[src/sv/tpsd_pkg.sv]
package tpsd_pkg;

  localparam int DataW = 8;
  localparam int ResW  = 40;

  // pixel mode codes
  localparam logic [2:0] MODE_RAW24 = 3'd0;
  localparam logic [2:0] MODE_RAW32 = 3'd1;
  localparam logic [2:0] MODE_RAW16 = 3'd2;
  localparam logic [2:0] MODE_RLE24 = 3'd3;
  localparam logic [2:0] MODE_RLE32 = 3'd4;

  // register indexes (byte address / 4)
  localparam logic [1:0] REG_MODE   = 2'd0;
  localparam logic [1:0] REG_WIDTH  = 2'd1;
  localparam logic [1:0] REG_HEIGHT = 2'd2;

  localparam logic [7:0] RLE_REPEAT_BIAS = 8'd127;

  typedef struct packed {
    logic        clear;       // restart the stream at this edge
    logic [31:0] total_next;  // pixel total that takes effect with clear
    logic [2:0]  mode;
  } cfg_t;

  typedef struct packed {
    logic            last;
    logic [ResW-1:0] data;    // red, green, blue, alpha, run_length from bit 0 up
  } res_t;

endpackage

[src/sv/tpsd_cfg.sv]
module tpsd_cfg
  import tpsd_pkg::*;
(
  input  logic        clk,
  input  logic        rst,
  input  logic        psel,
  input  logic        penable,
  input  logic        pwrite,
  input  logic [3:0]  paddr,
  input  logic [31:0] pwdata,
  output logic [31:0] prdata,
  output cfg_t        cfg
);

  logic [2:0]  pixel_mode;
  logic [15:0] image_width;
  logic [15:0] image_height;
  logic        wr;
  logic [1:0]  idx;
  logic [15:0] mul_a;
  logic [15:0] mul_b;

  assign wr  = psel & penable & pwrite;
  assign idx = paddr[3:2];

  // new total from the value being written and the register it does not touch
  assign mul_a = (idx == REG_WIDTH)  ? pwdata[15:0] : image_width;
  assign mul_b = (idx == REG_HEIGHT) ? pwdata[15:0] : image_height;

  always_comb begin
    cfg.mode       = pixel_mode;
    cfg.total_next = {16'd0, mul_a} * {16'd0, mul_b};
    case (idx)
      REG_MODE, REG_WIDTH, REG_HEIGHT: cfg.clear = wr;
      default:                         cfg.clear = 1'b0;
    endcase
  end

  always_ff @(posedge clk) begin
    if (rst) begin
      pixel_mode   <= MODE_RAW24;
      image_width  <= '0;
      image_height <= '0;
    end else if (wr) begin
      case (idx)
        REG_MODE:   pixel_mode   <= pwdata[2:0];
        REG_WIDTH:  image_width  <= pwdata[15:0];
        REG_HEIGHT: image_height <= pwdata[15:0];
        default: ;
      endcase
    end
  end

  always_comb begin
    case (idx)
      REG_MODE:   prdata = {29'd0, pixel_mode};
      REG_WIDTH:  prdata = {16'd0, image_width};
      REG_HEIGHT: prdata = {16'd0, image_height};
      default:    prdata = '0;
    endcase
  end

endmodule

[src/sv/tpsd_decode.sv]
module tpsd_decode
  import tpsd_pkg::*;
(
  input  logic             clk,
  input  logic             rst,
  input  cfg_t             cfg,
  input  logic             take,
  input  logic [DataW-1:0] data_byte,
  output logic             res_valid,
  output res_t             res
);

  logic [1:0]  byte_phase;
  logic [23:0] color_bytes;
  logic [7:0]  packet_remaining;
  logic        packet_is_repeat;
  logic [31:0] pixels_left;

  logic [1:0]  byte_phase_next;
  logic [23:0] color_bytes_next;
  logic [7:0]  packet_remaining_next;
  logic        packet_is_repeat_next;
  logic [31:0] pixels_left_next;

  logic        active;
  logic        rle;
  logic [1:0]  last_phase;
  logic [15:0] word16;
  logic [7:0]  red, green, blue, alpha, run;
  logic        left_short;

  always_comb begin
    rle        = (cfg.mode == MODE_RLE24) || (cfg.mode == MODE_RLE32);
    active     = (cfg.mode <= MODE_RLE32) && (pixels_left != '0);
    case (cfg.mode)
      MODE_RAW16:             last_phase = 2'd1;
      MODE_RAW32, MODE_RLE32: last_phase = 2'd3;
      default:                last_phase = 2'd2;
    endcase

    word16 = {data_byte, color_bytes[7:0]};
    case (last_phase)
      2'd1: begin
        blue  = {word16[4:0], 3'b000};
        green = {word16[9:5], 3'b000};
        red   = {word16[14:10], 3'b000};
        alpha = '0;
      end
      2'd2: begin
        blue  = color_bytes[7:0];
        green = color_bytes[15:8];
        red   = data_byte;
        alpha = '0;
      end
      default: begin
        blue  = color_bytes[7:0];
        green = color_bytes[15:8];
        red   = color_bytes[23:16];
        alpha = data_byte;
      end
    endcase

    // clip a repeat run at the pixels still owed
    left_short = (pixels_left[31:8] == '0) && (pixels_left[7:0] < packet_remaining);
    if (rle && packet_is_repeat) begin
      run = left_short ? pixels_left[7:0] : packet_remaining;
    end else begin
      run = 8'd1;
    end

    byte_phase_next       = byte_phase;
    color_bytes_next      = color_bytes;
    packet_remaining_next = packet_remaining;
    packet_is_repeat_next = packet_is_repeat;
    pixels_left_next      = pixels_left;
    res_valid             = 1'b0;

    if (take && active) begin
      if (rle && packet_remaining == '0) begin
        // packet header
        packet_is_repeat_next = data_byte[7];
        packet_remaining_next = data_byte[7] ? data_byte - RLE_REPEAT_BIAS : data_byte + 8'd1;
        byte_phase_next       = '0;
        color_bytes_next      = '0;
      end else if (byte_phase != last_phase) begin
        case (byte_phase)
          2'd0:    color_bytes_next[7:0]   = data_byte;
          2'd1:    color_bytes_next[15:8]  = data_byte;
          default: color_bytes_next[23:16] = data_byte;
        endcase
        byte_phase_next = byte_phase + 2'd1;
      end else begin
        byte_phase_next  = '0;
        color_bytes_next = '0;
        pixels_left_next = pixels_left - {24'd0, run};
        res_valid        = 1'b1;
        if (rle) begin
          packet_remaining_next = packet_is_repeat ? 8'd0 : packet_remaining - 8'd1;
        end
      end
    end

    res.data = {run, alpha, blue, green, red};
    res.last = (pixels_left_next == '0);
  end

  always_ff @(posedge clk) begin
    if (rst) begin
      byte_phase       <= '0;
      color_bytes      <= '0;
      packet_remaining <= '0;
      packet_is_repeat <= 1'b0;
      pixels_left      <= '0;
    end else if (cfg.clear) begin
      byte_phase       <= '0;
      color_bytes      <= '0;
      packet_remaining <= '0;
      packet_is_repeat <= 1'b0;
      pixels_left      <= cfg.total_next;
    end else begin
      byte_phase       <= byte_phase_next;
      color_bytes      <= color_bytes_next;
      packet_remaining <= packet_remaining_next;
      packet_is_repeat <= packet_is_repeat_next;
      pixels_left      <= pixels_left_next;
    end
  end

endmodule

[src/sv/tpsd_skid.sv]
module tpsd_skid
  import tpsd_pkg::*;
(
  input  logic clk,
  input  logic rst,
  input  logic push,
  input  res_t push_data,
  output logic room,
  input  logic pop,
  output logic head_valid,
  output res_t head
);

  logic [1:0] count;
  res_t       spare;

  assign room       = (count != 2'd2);
  assign head_valid = (count != 2'd0);

  always_ff @(posedge clk) begin
    if (rst) begin
      count <= '0;
    end else begin
      case ({push, pop})
        2'b10:   count <= count + 2'd1;
        2'b01:   count <= count - 2'd1;
        default: count <= count;
      endcase
    end
  end

  always_ff @(posedge clk) begin
    case ({push, pop})
      2'b10: begin
        if (count == 2'd0) head  <= push_data;
        else               spare <= push_data;
      end
      2'b01: head <= spare;
      2'b11: begin
        // spare advances and push refills it; a lone head takes push
        if (count == 2'd1) begin
          head <= push_data;
        end else begin
          head  <= spare;
          spare <= push_data;
        end
      end
      default: ;
    endcase
  end

endmodule

[src/sv/tga_pixel_stream_decoder_core.sv]
// Channel   Direction  Handshake           Payload
// s_        in         s_tvalid/s_tready   s_tdata: data_byte
// m_        out        m_tvalid/m_tready   m_tdata: red, green, blue, alpha, run_length;
//                                          m_tlast: image_done
// apb       in         psel/penable        pixel_mode @0x0, image_width @0x4, image_height @0x8
//
// One byte is taken per cycle while s_tready is high; a completed pixel is registered into the output buffer.
// Header bytes and partial pixel bytes produce no transfer.
// A two-entry output buffer absorbs results while m_tready is low; s_tready falls only when both entries are full.
// rst is synchronous; any register write restarts the stream for the new image.
module tga_pixel_stream_decoder_core
  import tpsd_pkg::*;
(
  input  logic             clk,
  input  logic             rst,
  input  logic             s_tvalid,
  output logic             s_tready,
  input  logic [DataW-1:0] s_tdata,   // [7:0] data_byte
  output logic             m_tvalid,
  input  logic             m_tready,
  output logic [ResW-1:0]  m_tdata,   // [7:0] red, [15:8] green, [23:16] blue,
                                      // [31:24] alpha, [39:32] run_length
  output logic             m_tlast,
  input  logic             psel,
  input  logic             penable,
  input  logic             pwrite,
  input  logic [3:0]       paddr,
  input  logic [31:0]      pwdata,
  output logic [31:0]      prdata,
  output logic             pready
);

  cfg_t cfg;
  logic take;
  logic res_valid;
  res_t res;
  res_t head;

  assign pready = 1'b1;
  assign take   = s_tvalid & s_tready;

  tpsd_cfg u_cfg (
    .clk     (clk),
    .rst     (rst),
    .psel    (psel),
    .penable (penable),
    .pwrite  (pwrite),
    .paddr   (paddr),
    .pwdata  (pwdata),
    .prdata  (prdata),
    .cfg     (cfg)
  );

  tpsd_decode u_decode (
    .clk       (clk),
    .rst       (rst),
    .cfg       (cfg),
    .take      (take),
    .data_byte (s_tdata),
    .res_valid (res_valid),
    .res       (res)
  );

  tpsd_skid u_skid (
    .clk        (clk),
    .rst        (rst),
    .push       (res_valid),
    .push_data  (res),
    .room       (s_tready),
    .pop        (m_tvalid & m_tready),
    .head_valid (m_tvalid),
    .head       (head)
  );

  assign m_tdata = head.data;
  assign m_tlast = head.last;

`ifndef SYNTHESIS
  a_run_nonzero: assert property (@(posedge clk) disable iff (rst)
    m_tvalid |-> (m_tdata[39:32] != 8'd0))
    else $error("zero run length on output");

  a_long_run_rle: assert property (@(posedge clk) disable iff (rst)
    (m_tvalid && m_tdata[39:32] > 8'd1) |-> (cfg.mode == MODE_RLE24 || cfg.mode == MODE_RLE32))
    else $error("run longer than one pixel outside RLE mode");

  a_full_has_head: assert property (@(posedge clk) disable iff (rst)
    !s_tready |-> m_tvalid)
    else $error("input stalled with no pending result");
`endif

endmodule
[config.mk]
export PLATFORM = sky130hd
export DESIGN_NAME = tga_pixel_stream_decoder_core
export DESIGN_NICKNAME = d
export VERILOG_FILES = /design/src/sv/tpsd_pkg.sv /design/src/sv/tpsd_cfg.sv /design/src/sv/tpsd_decode.sv /design/src/sv/tpsd_skid.sv /design/src/sv/tga_pixel_stream_decoder_core.sv
export SDC_FILE = /design/constraint.sdc
export NUM_CORES = 1
export LEC_CHECK = 0
export BUFFER_PORTS_ARGS = -buffer_cell sky130_fd_sc_hd__clkbuf_2
export CORE_MARGIN = 8
export CORE_UTILIZATION = 63
export DETAILED_ROUTE_END_ITERATION = 10
export PLACE_DENSITY = 0.85
export SETUP_SLACK_MARGIN = 0.2
export SYNTH_ARGS = -nofsm -noshare
export SYNTH_HDL_FRONTEND = slang
export SYNTH_SLANG_ARGS = --single-unit
[constraint.sdc]
create_clock -name clk -period 11.2 [get_ports clk]
set_input_delay 1.68 -clock clk [delete_from_list [all_inputs] [get_ports clk]]
set_output_delay 1.68 -clock clk [all_outputs]
set_load 0.05 [all_outputs]
==> flow_metrics.env <==
export IMPL_synth_largest_area_cell="fa_1"
export IMPL_synth_top_area_frac=0.2181
export IMPL_max_cap_viol_count=0
export IMPL_mapped_area_mm2=0.01790
export IMPL_max_freq_mhz=111.9
export IMPL_initial_core_utilization=0.6426
export IMPL_cts_made_buffers=17
export IMPL_finalWorstPathRequiredPeriod_ns=8.940
export IMPL_clock_tree_htree_level_count=4
export IMPL_drc_errors=0
export IMPL_critical_path_max_stage_delay_ns=0.89
export IMPL_p_sw_frac=0.4215
export IMPL_clk_transition_reported_paths_ns=0.08
export IMPL_timing_critical_path_required_ns=11.54
export IMPL_flow_area_growth_from_synthesis_pct=7.632
export IMPL_worst_slew_pin_slew_ns=1.324
export IMPL_clk_path_buf_depth=2
export IMPL_finalWeightedCongestion=0.9563
export IMPL_synth_edf_count=82
export IMPL_route_vias_total=14770
export IMPL_yosysWarnings=0
export IMPL_finalNetCount=2400
export IMPL_footprint_of_the_multi_input_gates_mm2=0.01200
export IMPL_critPathMostFrequentCell="fa_1"
export IMPL_timing_clock_skew_ns=0.01852
export IMPL_portion_of_the_post_synthesis_area_used_by_sequential_elements=0.2538
export IMPL_n_antenna_cell=0
export IMPL_grt_usage=0.2690
export IMPL_fin_tns_setup_ns=0
export IMPL_cts_tree="yes"
export IMPL_filler_cell_count=2047
export IMPL_most_used_dff_post_synth="dfxtp_1"
export IMPL_antenna_violating_nets_post_route=0
export IMPL_worstSetupEndpointType="register"
export IMPL_cts_sink_count=186
export IMPL_hold_fails_final_rpt=0
export IMPL_timing_critical_path_cells="clkbuf_2, nor2b_4, mux2i_1, nor2_1, fa_1, inv_1, fa_1, fa_1, inv_1, fa_1, fa_1, inv_1, fa_1, inv_1, ha_1, a21oi_1, nand2_1, or3_1, a21oi_1, nor3_1, o41ai_1, o21ai_0, and4_1"
export IMPL_floorplan_die_height_um=184.6
export IMPL_row_count=61
export IMPL_first_pass_iteration_count_of_the_detailed_router=6
export IMPL_drt_iter0_drc=1237
export IMPL_sequential_group_share_of_total_power=0.340
export IMPL_finalSetupViolations=0
export IMPL_grt_max_degree=75
export IMPL_worst_path_max_delay_cell="mux2i_1"
export IMPL_die_area_mm2=0.03407
export IMPL_p_per_cell_area_mw_per_mm2=127.7
export IMPL_internal_power_mw=1.423
export IMPL_power_switching_mw=1.037
export IMPL_timing_max_slew_rel_slack=0.09176
export IMPL_number_of_antenna_violations_at_the_first_check_in_global_routing=1
export IMPL_drive_gt1_frac=0.09863
export IMPL_timing_critical_path_arrival_ns=9.28
export IMPL_crit_family="adder cells"
export IMPL_post_dr_vias_cell=6.113
export IMPL_global_route_overflow_total=0
export IMPL_netlist_cell_type_count=68
export IMPL_timing_critical_path_fanout_max=26
export IMPL_hpwlAfterDp_um=34740
export IMPL_clockRootBuffer="clkbuf_16"
export IMPL_synthesis_instances=1981
export IMPL_first_global_vias=14794
export IMPL_cts_setup_buffers=0
export IMPL_hp_class="reg -> reg"
export IMPL_ctsResizeCount=0
export IMPL_drt_wl_total_um=45220
export IMPL_ir_worst_vdd_uv=106.9
export IMPL_grt_first_pass_wirelength_um=73640
export IMPL_i_o_buffers=91
export IMPL_syn_mean_instance_area_um2=9.037
export IMPL_clk_latency_ns=0.45
export IMPL_power_static_leakage_nw=8.508
export IMPL_post_route_period_util=0.7982
export IMPL_power_total_mw=2.461
export IMPL_cells_taking_the_most_area_after_synthesis="fa_1, edfxtp_1, dfxtp_1, ha_1, inv_1"
export IMPL_clockPowerShare=0.253
export IMPL_core_area_mm2=0.02786
export IMPL_flop_and_latch_count_out_of_synthesis=186
export IMPL_layout_area_seq_mm2=0.004544
export IMPL_io_pins=127
export IMPL_worstPathBufferInverterCount=5
export IMPL_ws_path_type="in -> reg"
export IMPL_status="completed"
export IMPL_timing_final_max_slew_violations=0
export IMPL_grt_setup_unrepaired="false"
export IMPL_die_w_um=184.6
export IMPL_wl_per_cell_um=18.72
export IMPL_asyncSetResetFlopFracSynth=0
export IMPL_p_comb_frac=0.407
export IMPL_cp_start_kind="input port"
export IMPL_postCtsHoldBufs=0
tightest hold or removal path: cells and delay by family (launching register included):
kind             cells  cell delay (ns)
flip-flops           1             0.33
AO/OA/AOI/OAI        1             0.08
AND/OR/NAND/NOR      1             0.08
flip-flops by register name, summed over array words and instances (netlist names):
| name | flops |
|---|---|
| u_skid.head | 41 |
| u_skid.spare | 41 |
| u_decode.pixels_left | 32 |
| u_decode.color_bytes | 24 |
| u_cfg.image_height | 16 |
| u_cfg.image_width | 16 |
| u_decode.packet_remaining | 8 |
| u_cfg.pixel_mode | 3 |
| u_decode.byte_phase | 2 |
| u_skid.count | 2 |
| u_decode.packet_is_repeat | 1 |
cell families after synthesis:
logic type | after synthesis | synth area share
simple gates | 649 | 0.1609
mux | 77 | 0.04529
fa+ha+maj | 324 | 0.3082
compound gates | 313 | 0.1210
xor+xnor | 59 | 0.02886
other cells | 2 | 0.0004195
flops | 186 | 0.2538
buf+inv | 371 | 0.08149
synthesized netlist by cell type (11+ instances only):
cell      count
inv_1       264
nand2_1     243
nor2_1      243
fa_1        195
ha_1        129
dfxtp_1     104
edfxtp_1     82
clkbuf_1     79
a211oi_1     62
a21oi_1      54
o21ai_0      49
a22o_1       46
mux2i_1      45
mux2_2       32
xnor2_1      30
xor2_1       29
a22oi_1      26
nor3_1       25
and2_1       24
nand3_1      21
buf_4        17
nand2b_1     16
nor4_1       14
or3_1        13
o21a_1       12
o211ai_1     11
power groups by stage:
stage | clock [mW] | combinational (mW) | sequential [mW]
finish | 0.622 | 1.00 | 0.836
global route | 0.652 | 1.09 | 0.844
CTS | 0.624 | 0.997 | 0.835
detailed placement | 0 | 0.988 | 0.851
global placement | 0 | 0.958 | 0.847
floorplan | 0 | 0.639 | 0.954
final timing paths:
kind	start	endpoint	slack [ns]	depth (start not counted)
max	paddr[3]	u_decode.pixels_left[31]	2.26	23
min	u_decode.color_bytes[13]	u_decode.color_bytes[13]	0.52	2
max reg2reg	u_cfg.image_width[2]	u_decode.pixels_left[30]	4.26	21
min reg2reg	u_decode.color_bytes[13]	u_decode.color_bytes[13]	0.52	2
metal layers:
| metal | global-route usage | up-vias | routed length [µm] |
|---|---|---|---|
| met5 | 0 | - | 13 |
| met4 | 0.1368 | 2 | 2297 |
| met3 | 0.04194 | 172 | 3838 |
| met2 | 0.4659 | 731 | 22200 |
| met1 | 0.3211 | 7208 | 16860 |
| li1 | - | 6657 | - |
cell usage in the layout (no fill, tap or decap), types with 8 or more instances in the layout:
master / instances
inv_1: 264
nor3_1: 25
o21a_1: 12
nor4_1: 14
fa_1: 195
nand3_1: 21
a22oi_1: 26
a21oi_1: 52
o21ai_0: 48
and2_1: 24
xor2_1: 29
and3_1: 8
a211oi_1: 62
buf_4: 25
a22o_1: 46
dfxtp_1: 104
nand2b_1: 16
mux2i_1: 45
xnor2_1: 30
nand2_1: 243
clkbuf_16: 17
o211ai_1: 11
edfxtp_1: 82
or3_1: 13
nor2_1: 242
mux2_2: 32
ha_1: 129
clkbuf_2: 91
conb_1: 17
layout make-up:
class,instances,area share
clock buffers,17,0.02208
clock inverters,15,0.009740
inverters,265,0.05162
multi-input cells,1439,0.6228
flip-flops and latches,186,0.2358
well taps,378,0.02455
repair buffers,116,0.03338
metrics by stage:
step           hold WS [ns]  utilization  setup slack [ns]  cells  instance area [µm²]
2_1_floorplan        0.4766            -             2.421   1996                17960
3_3_place_gp         0.4906       0.6697             2.155   2384                18660
3_5_place_dp         0.5032       0.6697             1.930   2384                18660
4_1_cts              0.5220       0.6917             2.346   2416                19270
5_1_grt              0.5354       0.6917             1.820   2416                19270
6_report             0.5193       0.6917             2.260   2416                19270
Note: power is estimated with default switching activity, not from simulation.
